**src/design/tzls_pkg.sv**
```systemverilog
// ----------------------------------------------------------------------------
// Tuner zigzag lock search package
// Shared types, codes, timing constants and the symbol rate step helper.
// ----------------------------------------------------------------------------
package tzls_pkg;

  localparam int unsigned FREQ_W  = 32;
  localparam int unsigned SR_W    = 27;
  localparam int unsigned FEC_W   = 4;
  localparam int unsigned INV_W   = 2;
  localparam int unsigned STEP_W  = 5;
  localparam int unsigned DELAY_W = 16;
  localparam int unsigned SRQ_W   = 14;
  localparam int unsigned OFF_W   = SRQ_W + STEP_W - 1;

  localparam int unsigned ZIGZAG_LIMIT = 20;

  // Symbol rate / 16000 is (rate >> 7) / 125, done with a rounded-up
  // reciprocal that is exact over the whole input range.
  localparam int unsigned SR_DIV_SHIFT   = 7;
  localparam int unsigned SR_RECIP_W     = 21;
  localparam int unsigned SR_RECIP_SHIFT = 27;
  localparam logic [SR_RECIP_W-1:0] SR_RECIP = 21'd1073742;

  localparam logic [DELAY_W-1:0] WAIT_IDLE      = 16'd1000;
  localparam logic [DELAY_W-1:0] WAIT_TUNE_SAT  = 16'd100;
  localparam logic [DELAY_W-1:0] WAIT_TUNE      = 16'd500;
  localparam logic [DELAY_W-1:0] WAIT_STEP_FAST = 16'd50;
  localparam logic [DELAY_W-1:0] WAIT_STEP      = 16'd500;
  localparam logic [DELAY_W-1:0] WAIT_DONE      = 16'd10000;
  localparam logic [DELAY_W-1:0] WAIT_RETUNE    = 16'd500;
  localparam logic [DELAY_W-1:0] WAIT_WATCH     = 16'd60000;
  localparam logic [DELAY_W-1:0] WAIT_NOW       = 16'd0;

  typedef enum logic [1:0] {
    MODE_IDLE   = 2'd0,
    MODE_TUNE   = 2'd1,
    MODE_ZIGZAG = 2'd2,
    MODE_WATCH  = 2'd3
  } mode_e;

  typedef enum logic [1:0] {
    CMD_TUNE = 2'd0,
    CMD_STOP = 2'd1,
    CMD_WAKE = 2'd2,
    CMD_NOP  = 2'd3
  } cmd_e;

  typedef enum logic [1:0] {
    SYS_SAT   = 2'd0,
    SYS_CABLE = 2'd1,
    SYS_TERR  = 2'd2,
    SYS_NONE  = 2'd3
  } sys_e;

  typedef enum logic [1:0] {
    EV_NONE = 2'd0,
    EV_DONE = 2'd1,
    EV_FAIL = 2'd2
  } event_e;

  localparam int unsigned CFG_IDX_W  = 1;
  localparam int unsigned CFG_DATA_W = 2;
  localparam logic [CFG_IDX_W-1:0] CFG_DELIVERY = 1'b0;
  localparam logic [CFG_IDX_W-1:0] CFG_FAST     = 1'b1;

  typedef struct packed {
    cmd_e              cmd;
    logic [FREQ_W-1:0] freq;
    logic [SR_W-1:0]   sr;
    logic [FEC_W-1:0]  fec;
    logic [INV_W-1:0]  inv;
    logic              lock_now;
    logic              lock_after;
  } in_item_t;

  typedef struct packed {
    logic               fv;
    logic [FREQ_W-1:0]  fval;
    logic               fe;
    logic               rst;
    event_e             ev;
    logic [FREQ_W-1:0]  evf;
    mode_e              mode;
    logic [DELAY_W-1:0] delay;
    logic [FREQ_W-1:0]  cur;
  } result_t;

  function automatic logic [SRQ_W-1:0] sr_step(input logic [SR_W-1:0] sr);
    logic [SR_W-SR_DIV_SHIFT-1:0]            y;
    logic [SR_W-SR_DIV_SHIFT+SR_RECIP_W-1:0] p;
    y = sr[SR_W-1:SR_DIV_SHIFT];
    p = {{SR_RECIP_W{1'b0}}, y} * {{(SR_W-SR_DIV_SHIFT){1'b0}}, SR_RECIP};
    return p[SR_RECIP_SHIFT +: SRQ_W];
  endfunction

endpackage

```
**src/design/tzls_in_stage.sv**
```systemverilog
// ----------------------------------------------------------------------------
// Tuner zigzag lock search input stage
// Registers one request and holds it until the core takes it.
// ----------------------------------------------------------------------------
module tzls_in_stage
  import tzls_pkg::*;
(
  input  logic     clk_i,
  input  logic     rst_ni,
  input  logic     in_valid_i,
  output logic     in_ready_o,
  input  in_item_t item_i,
  input  logic     take_i,
  output logic     valid_o,
  output in_item_t item_o
);

  logic     valid_q;
  in_item_t item_q;

  assign in_ready_o = !valid_q || take_i;
  assign valid_o    = valid_q;
  assign item_o     = item_q;

  always_ff @(posedge clk_i or negedge rst_ni) begin
    if (!rst_ni) begin
      valid_q <= 1'b0;
    end else if (in_ready_o) begin
      valid_q <= in_valid_i;
    end
  end

  always_ff @(posedge clk_i) begin
    if (in_valid_i && in_ready_o) begin
      item_q <= item_i;
    end
  end

endmodule

```
**src/design/tzls_out_stage.sv**
```systemverilog
// ----------------------------------------------------------------------------
// Tuner zigzag lock search result stage
// Holds one result until the downstream side takes it.
// ----------------------------------------------------------------------------
module tzls_out_stage
  import tzls_pkg::*;
(
  input  logic    clk_i,
  input  logic    rst_ni,
  input  logic    load_i,
  input  result_t res_i,
  output logic    load_ready_o,
  output logic    out_valid_o,
  input  logic    out_ready_i,
  output result_t res_o
);

  logic    valid_q;
  result_t res_q;

  assign load_ready_o = !valid_q || out_ready_i;
  assign out_valid_o  = valid_q;
  assign res_o        = res_q;

  always_ff @(posedge clk_i or negedge rst_ni) begin
    if (!rst_ni) begin
      valid_q <= 1'b0;
    end else if (load_ready_o) begin
      valid_q <= load_i;
    end
  end

  always_ff @(posedge clk_i) begin
    if (load_i && load_ready_o) begin
      res_q <= res_i;
    end
  end

endmodule

```
**src/design/tzls_core.sv**
```systemverilog
// ----------------------------------------------------------------------------
// Tuner zigzag lock search core
// Holds the tuning state and turns one request into one result per cycle while advance_i is high.
// ----------------------------------------------------------------------------
module tzls_core
  import tzls_pkg::*;
(
  input  logic                  clk_i,
  input  logic                  rst_ni,
  input  logic                  cfg_we_i,
  input  logic [CFG_IDX_W-1:0]  cfg_index_i,
  input  logic [CFG_DATA_W-1:0] cfg_data_i,
  input  logic                  advance_i,
  input  in_item_t              item_i,
  output result_t               res_o
);

  sys_e               sys_q;
  logic               fast_q;

  mode_e              mode_q, mode_d;
  logic [STEP_W-1:0]  step_q, step_d;
  logic [FREQ_W-1:0]  act_f_q, act_f_d;
  logic [SR_W-1:0]    act_sr_q, act_sr_d;
  logic [SRQ_W-1:0]   act_srq_q, act_srq_d;
  logic [FEC_W-1:0]   act_fec_q, act_fec_d;
  logic [INV_W-1:0]   act_inv_q, act_inv_d;
  logic [FREQ_W-1:0]  pend_f_q, pend_f_d;
  logic [SR_W-1:0]    pend_sr_q, pend_sr_d;
  logic [SRQ_W-1:0]   pend_srq_q, pend_srq_d;
  logic [FEC_W-1:0]   pend_fec_q, pend_fec_d;
  logic [INV_W-1:0]   pend_inv_q, pend_inv_d;
  logic [FREQ_W-1:0]  tuned_q, tuned_d;
  logic [DELAY_W-1:0] wait_q, wait_d;

  logic               freq_chg;
  logic               front;
  logic [OFF_W-1:0]   off;
  logic [FREQ_W-1:0]  zz_freq;

  always_ff @(posedge clk_i or negedge rst_ni) begin
    if (!rst_ni) begin
      sys_q  <= SYS_SAT;
      fast_q <= 1'b0;
    end else if (cfg_we_i) begin
      unique case (cfg_index_i)
        CFG_DELIVERY: sys_q  <= sys_e'(cfg_data_i);
        CFG_FAST:     fast_q <= cfg_data_i[0];
      endcase
    end
  end

  always_comb begin
    off = '0;
    if (sys_q == SYS_SAT || sys_q == SYS_CABLE) begin
      off = OFF_W'(act_srq_q) * OFF_W'(step_q[STEP_W-1:1]);
    end
    if (step_q[0]) begin
      zz_freq = act_f_q + FREQ_W'(off);
    end else begin
      zz_freq = act_f_q - FREQ_W'(off);
    end
  end

  always_comb begin
    mode_d     = mode_q;
    step_d     = step_q;
    act_f_d    = act_f_q;
    act_sr_d   = act_sr_q;
    act_srq_d  = act_srq_q;
    act_fec_d  = act_fec_q;
    act_inv_d  = act_inv_q;
    pend_f_d   = pend_f_q;
    pend_sr_d  = pend_sr_q;
    pend_srq_d = pend_srq_q;
    pend_fec_d = pend_fec_q;
    pend_inv_d = pend_inv_q;
    tuned_d    = tuned_q;
    wait_d     = wait_q;
    freq_chg   = !item_i.lock_now || (act_f_q != pend_f_q);
    front      = 1'b0;
    res_o      = '0;
    res_o.delay = wait_q;

    case (sys_q) inside
      SYS_SAT, SYS_CABLE: front = (act_sr_q != pend_sr_q) || (act_fec_q != pend_fec_q) ||
                                  (act_inv_q != pend_inv_q);
      SYS_TERR:           front = 1'b1;
      default:            front = 1'b0;
    endcase

    case (item_i.cmd)
      CMD_TUNE: begin
        pend_f_d    = item_i.freq;
        pend_sr_d   = item_i.sr;
        pend_srq_d  = sr_step(item_i.sr);
        pend_fec_d  = item_i.fec;
        pend_inv_d  = item_i.inv;
        mode_d      = MODE_TUNE;
        res_o.delay = WAIT_NOW;
      end
      CMD_STOP: begin
        if (mode_q != MODE_IDLE) begin
          mode_d      = MODE_IDLE;
          res_o.delay = WAIT_NOW;
        end
      end
      CMD_WAKE: begin
        case (mode_q)
          MODE_TUNE: begin
            res_o.fv   = freq_chg;
            res_o.fval = freq_chg ? pend_f_q : '0;
            res_o.fe   = !item_i.lock_now || front;
            res_o.rst  = freq_chg || res_o.fe;
            act_f_d    = pend_f_q;
            act_sr_d   = pend_sr_q;
            act_srq_d  = pend_srq_q;
            act_fec_d  = pend_fec_q;
            act_inv_d  = pend_inv_q;
            tuned_d    = pend_f_q;
            if (sys_q == SYS_SAT) begin
              step_d = STEP_W'(1);
            end else if (sys_q != SYS_NONE) begin
              step_d = '0;
            end
            if (item_i.lock_after) begin
              res_o.ev  = EV_DONE;
              res_o.evf = pend_f_q;
              mode_d    = MODE_WATCH;
              wait_d    = WAIT_DONE;
            end else begin
              mode_d = MODE_ZIGZAG;
              if (sys_q == SYS_SAT) begin
                wait_d = WAIT_TUNE_SAT;
              end else if (sys_q != SYS_NONE) begin
                wait_d = WAIT_TUNE;
              end
            end
          end
          MODE_ZIGZAG: begin
            if (item_i.lock_now) begin
              res_o.ev  = EV_DONE;
              res_o.evf = act_f_q;
              mode_d    = MODE_WATCH;
              wait_d    = WAIT_DONE;
            end else if (step_q >= STEP_W'(ZIGZAG_LIMIT)) begin
              res_o.fv   = 1'b1;
              res_o.fval = act_f_q;
              res_o.rst  = 1'b1;
              res_o.ev   = EV_FAIL;
              mode_d     = MODE_IDLE;
            end else begin
              res_o.fv   = 1'b1;
              res_o.fval = zz_freq;
              res_o.rst  = 1'b1;
              tuned_d    = zz_freq;
              step_d     = step_q + STEP_W'(1);
              if (sys_q == SYS_SAT) begin
                wait_d = WAIT_STEP_FAST;
              end else if (sys_q != SYS_NONE) begin
                wait_d = WAIT_STEP;
              end
              if (fast_q) begin
                wait_d = WAIT_STEP_FAST;
              end
            end
          end
          MODE_WATCH: begin
            if (!item_i.lock_now) begin
              mode_d = MODE_TUNE;
              wait_d = WAIT_RETUNE;
            end else begin
              wait_d = WAIT_WATCH;
            end
          end
          default: begin
            wait_d = WAIT_IDLE;
          end
        endcase
        res_o.delay = wait_d;
      end
      default: begin
        res_o.delay = wait_q;
      end
    endcase

    res_o.mode = mode_d;
    res_o.cur  = tuned_d;
  end

  always_ff @(posedge clk_i or negedge rst_ni) begin
    if (!rst_ni) begin
      mode_q     <= MODE_IDLE;
      step_q     <= '0;
      act_f_q    <= '0;
      act_sr_q   <= '0;
      act_srq_q  <= '0;
      act_fec_q  <= '0;
      act_inv_q  <= '0;
      pend_f_q   <= '0;
      pend_sr_q  <= '0;
      pend_srq_q <= '0;
      pend_fec_q <= '0;
      pend_inv_q <= '0;
      tuned_q    <= '0;
      wait_q     <= WAIT_IDLE;
    end else if (advance_i) begin
      mode_q     <= mode_d;
      step_q     <= step_d;
      act_f_q    <= act_f_d;
      act_sr_q   <= act_sr_d;
      act_srq_q  <= act_srq_d;
      act_fec_q  <= act_fec_d;
      act_inv_q  <= act_inv_d;
      pend_f_q   <= pend_f_d;
      pend_sr_q  <= pend_sr_d;
      pend_srq_q <= pend_srq_d;
      pend_fec_q <= pend_fec_d;
      pend_inv_q <= pend_inv_d;
      tuned_q    <= tuned_d;
      wait_q     <= wait_d;
    end
  end

`ifndef SYNTHESIS
  a_step_bound: assert property (@(posedge clk_i) disable iff (!rst_ni)
    step_q <= STEP_W'(ZIGZAG_LIMIT))
    else $error("zigzag step count beyond the limit");

  a_pend_step: assert property (@(posedge clk_i) disable iff (!rst_ni)
    pend_srq_q == sr_step(pend_sr_q))
    else $error("pending step size out of step with pending symbol rate");

  a_act_step: assert property (@(posedge clk_i) disable iff (!rst_ni)
    act_srq_q == sr_step(act_sr_q))
    else $error("active step size out of step with active symbol rate");

  a_idle_wake: assert property (@(posedge clk_i) disable iff (!rst_ni)
    advance_i && item_i.cmd == CMD_WAKE && mode_q == MODE_IDLE |=>
      wait_q == WAIT_IDLE && mode_q == MODE_IDLE)
    else $error("idle wake did not restore the idle wait");
`endif

endmodule

```
**src/design/tuner_zigzag_lock_search_top.sv**
```systemverilog
// Flow: an accepted request is held in the input register, passes through the core
// and is loaded into the result register, which offers it downstream.
// Throughput: one request per cycle while out_ready_i keeps the result register draining;
// the state update is a single registered pass between the input register and the result register.
// Reset: rst_ni clears both stages, selects idle mode with a 1000 ms wait,
// satellite delivery and normal demodulator timing.
// ----------------------------------------------------------------------------
// Tuner zigzag lock search top level
// Demodulator tuning sequencer with tune, zigzag search and lock watch.
// ----------------------------------------------------------------------------
module tuner_zigzag_lock_search_top
  import tzls_pkg::*;
(
  input  logic                  clk_i,
  input  logic                  rst_ni,
  input  logic                  cfg_we_i,
  input  logic [CFG_IDX_W-1:0]  cfg_index_i,
  input  logic [CFG_DATA_W-1:0] cfg_data_i,
  input  logic                  in_valid_i,
  output logic                  in_ready_o,
  input  logic [1:0]            command_i,
  input  logic [FREQ_W-1:0]     new_frequency_i,
  input  logic [SR_W-1:0]       new_symbol_rate_i,
  input  logic [FEC_W-1:0]      new_fec_i,
  input  logic [INV_W-1:0]      new_inversion_i,
  input  logic                  lock_now_i,
  input  logic                  lock_after_program_i,
  output logic                  out_valid_o,
  input  logic                  out_ready_i,
  output logic                  set_freq_valid_o,
  output logic [FREQ_W-1:0]     freq_value_o,
  output logic                  set_frontend_valid_o,
  output logic                  demod_reset_o,
  output logic [1:0]            event_code_o,
  output logic [FREQ_W-1:0]     event_frequency_o,
  output logic [1:0]            mode_out_o,
  output logic [DELAY_W-1:0]    next_delay_ms_o,
  output logic [FREQ_W-1:0]     current_frequency_o
);

  in_item_t in_item;
  in_item_t core_item;
  logic     core_valid;
  logic     load_ready;
  logic     advance;
  result_t  core_res;
  result_t  out_res;

  assign in_item.cmd        = cmd_e'(command_i);
  assign in_item.freq       = new_frequency_i;
  assign in_item.sr         = new_symbol_rate_i;
  assign in_item.fec        = new_fec_i;
  assign in_item.inv        = new_inversion_i;
  assign in_item.lock_now   = lock_now_i;
  assign in_item.lock_after = lock_after_program_i;

  assign advance = core_valid && load_ready;

  tzls_in_stage u_in_stage (
    .clk_i      (clk_i),
    .rst_ni     (rst_ni),
    .in_valid_i (in_valid_i),
    .in_ready_o (in_ready_o),
    .item_i     (in_item),
    .take_i     (advance),
    .valid_o    (core_valid),
    .item_o     (core_item)
  );

  tzls_core u_core (
    .clk_i       (clk_i),
    .rst_ni      (rst_ni),
    .cfg_we_i    (cfg_we_i),
    .cfg_index_i (cfg_index_i),
    .cfg_data_i  (cfg_data_i),
    .advance_i   (advance),
    .item_i      (core_item),
    .res_o       (core_res)
  );

  tzls_out_stage u_out_stage (
    .clk_i        (clk_i),
    .rst_ni       (rst_ni),
    .load_i       (core_valid),
    .res_i        (core_res),
    .load_ready_o (load_ready),
    .out_valid_o  (out_valid_o),
    .out_ready_i  (out_ready_i),
    .res_o        (out_res)
  );

  assign set_freq_valid_o     = out_res.fv;
  assign freq_value_o         = out_res.fval;
  assign set_frontend_valid_o = out_res.fe;
  assign demod_reset_o        = out_res.rst;
  assign event_code_o         = out_res.ev;
  assign event_frequency_o    = out_res.evf;
  assign mode_out_o           = out_res.mode;
  assign next_delay_ms_o      = out_res.delay;
  assign current_frequency_o  = out_res.cur;

endmodule

```
**config.mk**
```make
export PLATFORM = sky130hd
export DESIGN_NAME = tuner_zigzag_lock_search_top
export DESIGN_NICKNAME = d
export VERILOG_FILES = /design/src/design/tzls_pkg.sv /design/src/design/tzls_in_stage.sv /design/src/design/tzls_out_stage.sv /design/src/design/tzls_core.sv /design/src/design/tuner_zigzag_lock_search_top.sv
export SDC_FILE = /design/constraint.sdc
export NUM_CORES = 1
export LEC_CHECK = 0
export ABC_CLOCK_PERIOD_IN_PS = 8400
export BUFFER_PORTS_ARGS = -buffer_cell sky130_fd_sc_hd__buf_2
export CAP_MARGIN = 20
export CELL_PAD_IN_SITES_DETAIL_PLACEMENT = 1
export CELL_PAD_IN_SITES_GLOBAL_PLACEMENT = 1
export CORE_MARGIN = 4
export CORE_UTILIZATION = 49
export DETAILED_ROUTE_END_ITERATION = 8
export PLACE_DENSITY_LB_ADDON = 0.1
export SYNTH_ARGS = -nofsm -noshare
export SYNTH_HDL_FRONTEND = slang
export SYNTH_SLANG_ARGS = --single-unit
```
**constraint.sdc**
```tcl
create_clock -name clk_i -period 8.4 [get_ports clk_i]
set_input_delay 1.26 -clock clk_i [delete_from_list [all_inputs] [get_ports clk_i]]
set_output_delay 1.26 -clock clk_i [all_outputs]
set_load 0.01 [all_outputs]
```
==> reports/qor.csv <==
stage;metric;value;unit
synthesis;FF+latch count, synth;406;
setup_path;worst-path fanout max;18;
synthesis;Syn Nets;2750;
clocking;Setup Fix Bufs, Post-CTS;0;
clocking;clock tree buffer depth;3;
cells_and_area;area grow syn2layout;12.8;%
floorplanning;Initial Util;0.499;
synthesis;top-count cell post-synth;inv_1;
drt;DRC;0;
setup_path;CP Launch Point;u_core.step_q[4];
setup_path;CP Capture Type;flip-flop;
hold_path;HP Class;reg -> reg;
setup_path;R2R Path Start;u_core.step_q[4];
clocking;Root Driver;clkbuf_16;
synthesis;Syn Std Cell Area;0.0258;sq mm
sta;sum of negative setup slack;0;ps
synthesis;sequential area share after synthesis;0.430;
clocking;post-cts sizing count;0;
floorplanning;I/O Pins;198;
setup_path;Critical Path Source Type;flip-flop;
synthesis;top post-synthesis cells by area;edfxtp_1 22%, dfrtp_1 21%, ha_1 11%;
floorplanning;core area;0.0517;sq mm
floorplanning;full die area;0.0564;sq mm
sta;Max transition margin;0.310;
clocking;CTS tree;yes;
setup_path;Setup CP Type;reg -> reg;
sta;Clock Skew;33.2;ps
synthesis;Post-Synthesis Cells;2331;
clocking;H-Tree Depth;2;
floorplanning;die width;238;um
hold_path;hold path start;u_in_stage.item_o[66];
setup_path;flop-to-flop setup slack;580;ps
synthesis;cell taking the most area after synthesis;edfxtp_1;
synthesis;YS warnings;0;
synthesis;largest family of logic cells by synthesized area;adder cells;
synthesis;mux contribution to synthesized area;0.0683;
clocking;clock net sink count;406;
outcome;status;finished clean;
drt;first drt pass iteration count;5;
synthesis;Post-Synth XOR/XNOR Area;0.0416;
setup_path;Worst Path Arrival;8090;ps
global_routing;total gr overflow;0;
sta;worst slew pin tran;1030;ps
setup_path;Critical Path RT;8670;ps
place;Placer Congestion;0.897;
job;Max Cap Violations;0;
cells_and_area;Layout Nets;2925;
synthesis;unique cell type count in the Yosys netlist;76;
drt;wire per inst;22.7;um
synthesis;top post-synthesis cells by count;254 x inv_1, 232 x ha_1, 212 x dfrtp_1, 188 x edfxtp_1, 172 x nand2_1;
clocking;hold_buf cts;0;
synthesis;commonest register cell after synthesis;dfrtp_1;
global_routing;vias in the first global route;20200;
sta;final worst-path cycle share;0.931;
sta;final hold violation count;0;
sta;Pins Over Slew Limit;0;
place;number of port buffers;197;
drt;Post-Route WL;73.0;mm
drt;DRT antenna net count;0;
sta;RSZ-0062 raised after global routing;no;
hold_path;Min-Delay Endpoint;u_core.pend_f_q[31];
drt;routed vias;18600;
synthesis;Synth top area share;0.219;
global_routing;initial antenna violation count;2;
global_routing;total track usage;0.259;
synthesis;synthesized-area fraction occupied by adder cells;0.198;
synthesis;Compound-Gate Fraction of Synth Area;0.121;
place;DPL Wire Length;53.1;mm
cells_and_area;Ant. Diodes;0;
sta;Final setup viols;0;
clocking;Reg clk slew, reported paths;50;ps
setup_path;r2r endpoint;u_out_stage.res_o[116];
clocking;worst-skew pair later-pin latency;590;ps
drt;DR vias/cell;5.77;
floorplanning;Chip Height;238;um
global_routing;largest net degree at the start of global routing;117;
sta;fmax;128;MHz
floorplanning;floorplan row count;83;
setup_path;Register-to-Register Path Depth;25;
global_routing;first-pass GRT wire length;115;mm
power;PwrDens;358;mW/mm^2
synthesis;post-synthesis average cell area;11.1;sq um
cells_and_area;share of cells above drive strength 1;0.183;
clocking;Num CTS Buffers;46;
sta;minimum clock period;7820;ps
drt;DR iter-0 viols;1315;
synthesis;Synth async-reset ratio;0.537;
synthesis;simple-gate share of the synthesized area;0.0908;
hold_path;cell depth of the worst min-delay path;1;
power;VDD IR-drop max;237;uV
power;Lkg Pwr;0.0137;uW
synthesis;EDFF count, synth;188;
sta;Hold Slack;479;ps
## cell families (layout without fill, tap and decap cells)
logic type,after synthesis,in the layout
AND/OR/NAND/NOR,504,504
AO/OA/AOI/OAI,456,456
flip-flops,406,406
buffers and inverters,345,557
adder cells (fa/ha/maj),342,342
multiplexers,157,157
XOR/XNOR,121,121
## per-stage QoR
stage                     utilization  total power [uW]  setup slack (ps)  cells  cell area, sq um
final                           0.563             10400               578   3223             29100
after global routing            0.563             11300              9.91   3223             29100
after CTS                       0.562             10500               556   3220             29100
after detailed placement        0.531              8340               573   3135             27500
after global placement          0.531              8100               909   3135             27500
after floorplan                     -              6800              1500   2331             25800
## where the power goes
group | switching [uW] | internal [uW] | leakage (uW)
clock network | 831 | 1240 | 0.000764
registers | 570 | 2630 | 0.00456
logic | 2990 | 2180 | 0.00834
## per-layer routing
metal / vias up / wire, um / track usage
met1: 9501 / 30500 / 0.332
met5: - / 15 / 0
met4: 2 / 1770 / 0.0674
li1: 8540 / - / -
met2: 454 / 37400 / 0.466
met3: 109 / 3330 / 0.0317
## state kept, by name, indices dropped and copies added, names as in the netlist, 2 cells and up
| name | flops |
|---|---|
| u_core.mode_q | 2 |
| u_core.act_srq_q | 14 |
| u_core.pend_fec_q | 4 |
| u_core.act_f_q | 32 |
| u_core.act_sr_q | 27 |
| u_core.step_q | 5 |
| u_core.tuned_q | 32 |
| u_core.pend_srq_q | 14 |
| u_core.act_inv_q | 2 |
| u_core.act_fec_q | 4 |
| u_out_stage.res_o | 119 |
| u_core.pend_inv_q | 2 |
| u_core.wait_q | 16 |
| u_core.pend_sr_q | 27 |
| u_in_stage.item_o | 69 |
| u_core.pend_f_q | 32 |
| u_core.sys_q | 2 |
## worst max-delay path: stages, from the launching register on
cell and delay, ps:
dfrtp_1 570, and2_1 260, fa_1 530, inv_1 60
fa_1 540, inv_1 50, ha_1 370, a21oi_1 300
o31ai_2 200, a211oi_1 480, nor2_1 100, xor2_1 170
o21ai_1 500, and3_1 420, nor2_1 90, xor2_1 220
ha_1 290, and2_1 160, and3_1 190, a221o_1 320
a2111oi_0 560, a211o_1 240, a31oi_1 250, a32oi_1 370
xor2_1 190, o21ai_0 90
## cell type report
class	count	area, sq um
tap	680	851
clock buffer	69	1380
multi-input combinational	1580	13400
fill	5486	22600
inverter	255	962
sequential	406	11100
timing repair buffer	217	1220
clock inverter	16	189
## worst max-delay path by stage
stage	end	slack, ps	cells after the start
floorplan	u_out_stage.res_o[116]	1500	28
global placement	u_out_stage.res_o[116]	910	25
detailed placement	u_out_stage.res_o[116]	570	25
CTS	u_out_stage.res_o[116]	560	25
global route	u_out_stage.res_o[116]	10	25
finish	u_out_stage.res_o[116]	580	25
## cell usage in the layout (no fill, tap or decap), types with 6 or more instances in the layout
| master | Yosys | layout |
|---|---|---|
| inv_1 | 254 | 254 |
| ha_1 | 232 | 232 |
| dfrtp_1 | 212 | 212 |
| buf_2 | 2 | 196 |
| edfxtp_1 | 188 | 188 |
| nand2_1 | 172 | 171 |
| mux2_2 | 152 | 152 |
| nor2_1 | 144 | 143 |
| fa_1 | 110 | 110 |
| o21ai_0 | 107 | 107 |
| a21oi_1 | 81 | 81 |
| xor2_1 | 71 | 71 |
| a22oi_1 | 64 | 64 |
| and2_1 | 55 | 54 |
| clkbuf_16 | 0 | 50 |
| xnor2_1 | 49 | 49 |
| a21o_1 | 39 | 39 |
| a221o_1 | 26 | 26 |
| nand3_1 | 24 | 24 |
| a31oi_1 | 19 | 19 |
| a22o_1 | 18 | 18 |
| nand2b_1 | 17 | 17 |
| nor3_1 | 16 | 16 |
| buf_4 | 0 | 16 |
| nor2b_1 | 14 | 14 |
| nor4_1 | 14 | 14 |
| and3_1 | 13 | 13 |
| clkbuf_1 | 72 | 13 |
| a211oi_1 | 12 | 12 |
| a41oi_1 | 10 | 10 |
| o21a_1 | 10 | 9 |
| o31ai_1 | 8 | 8 |
| nand4_1 | 8 | 8 |
| nor3b_1 | 6 | 6 |
| o211ai_1 | 6 | 6 |
| clkinv_2 | 0 | 6 |
| clkbuf_8 | 0 | 6 |
| dfstp_2 | 6 | 6 |
Note: power is estimated with default switching activity, not from simulation.
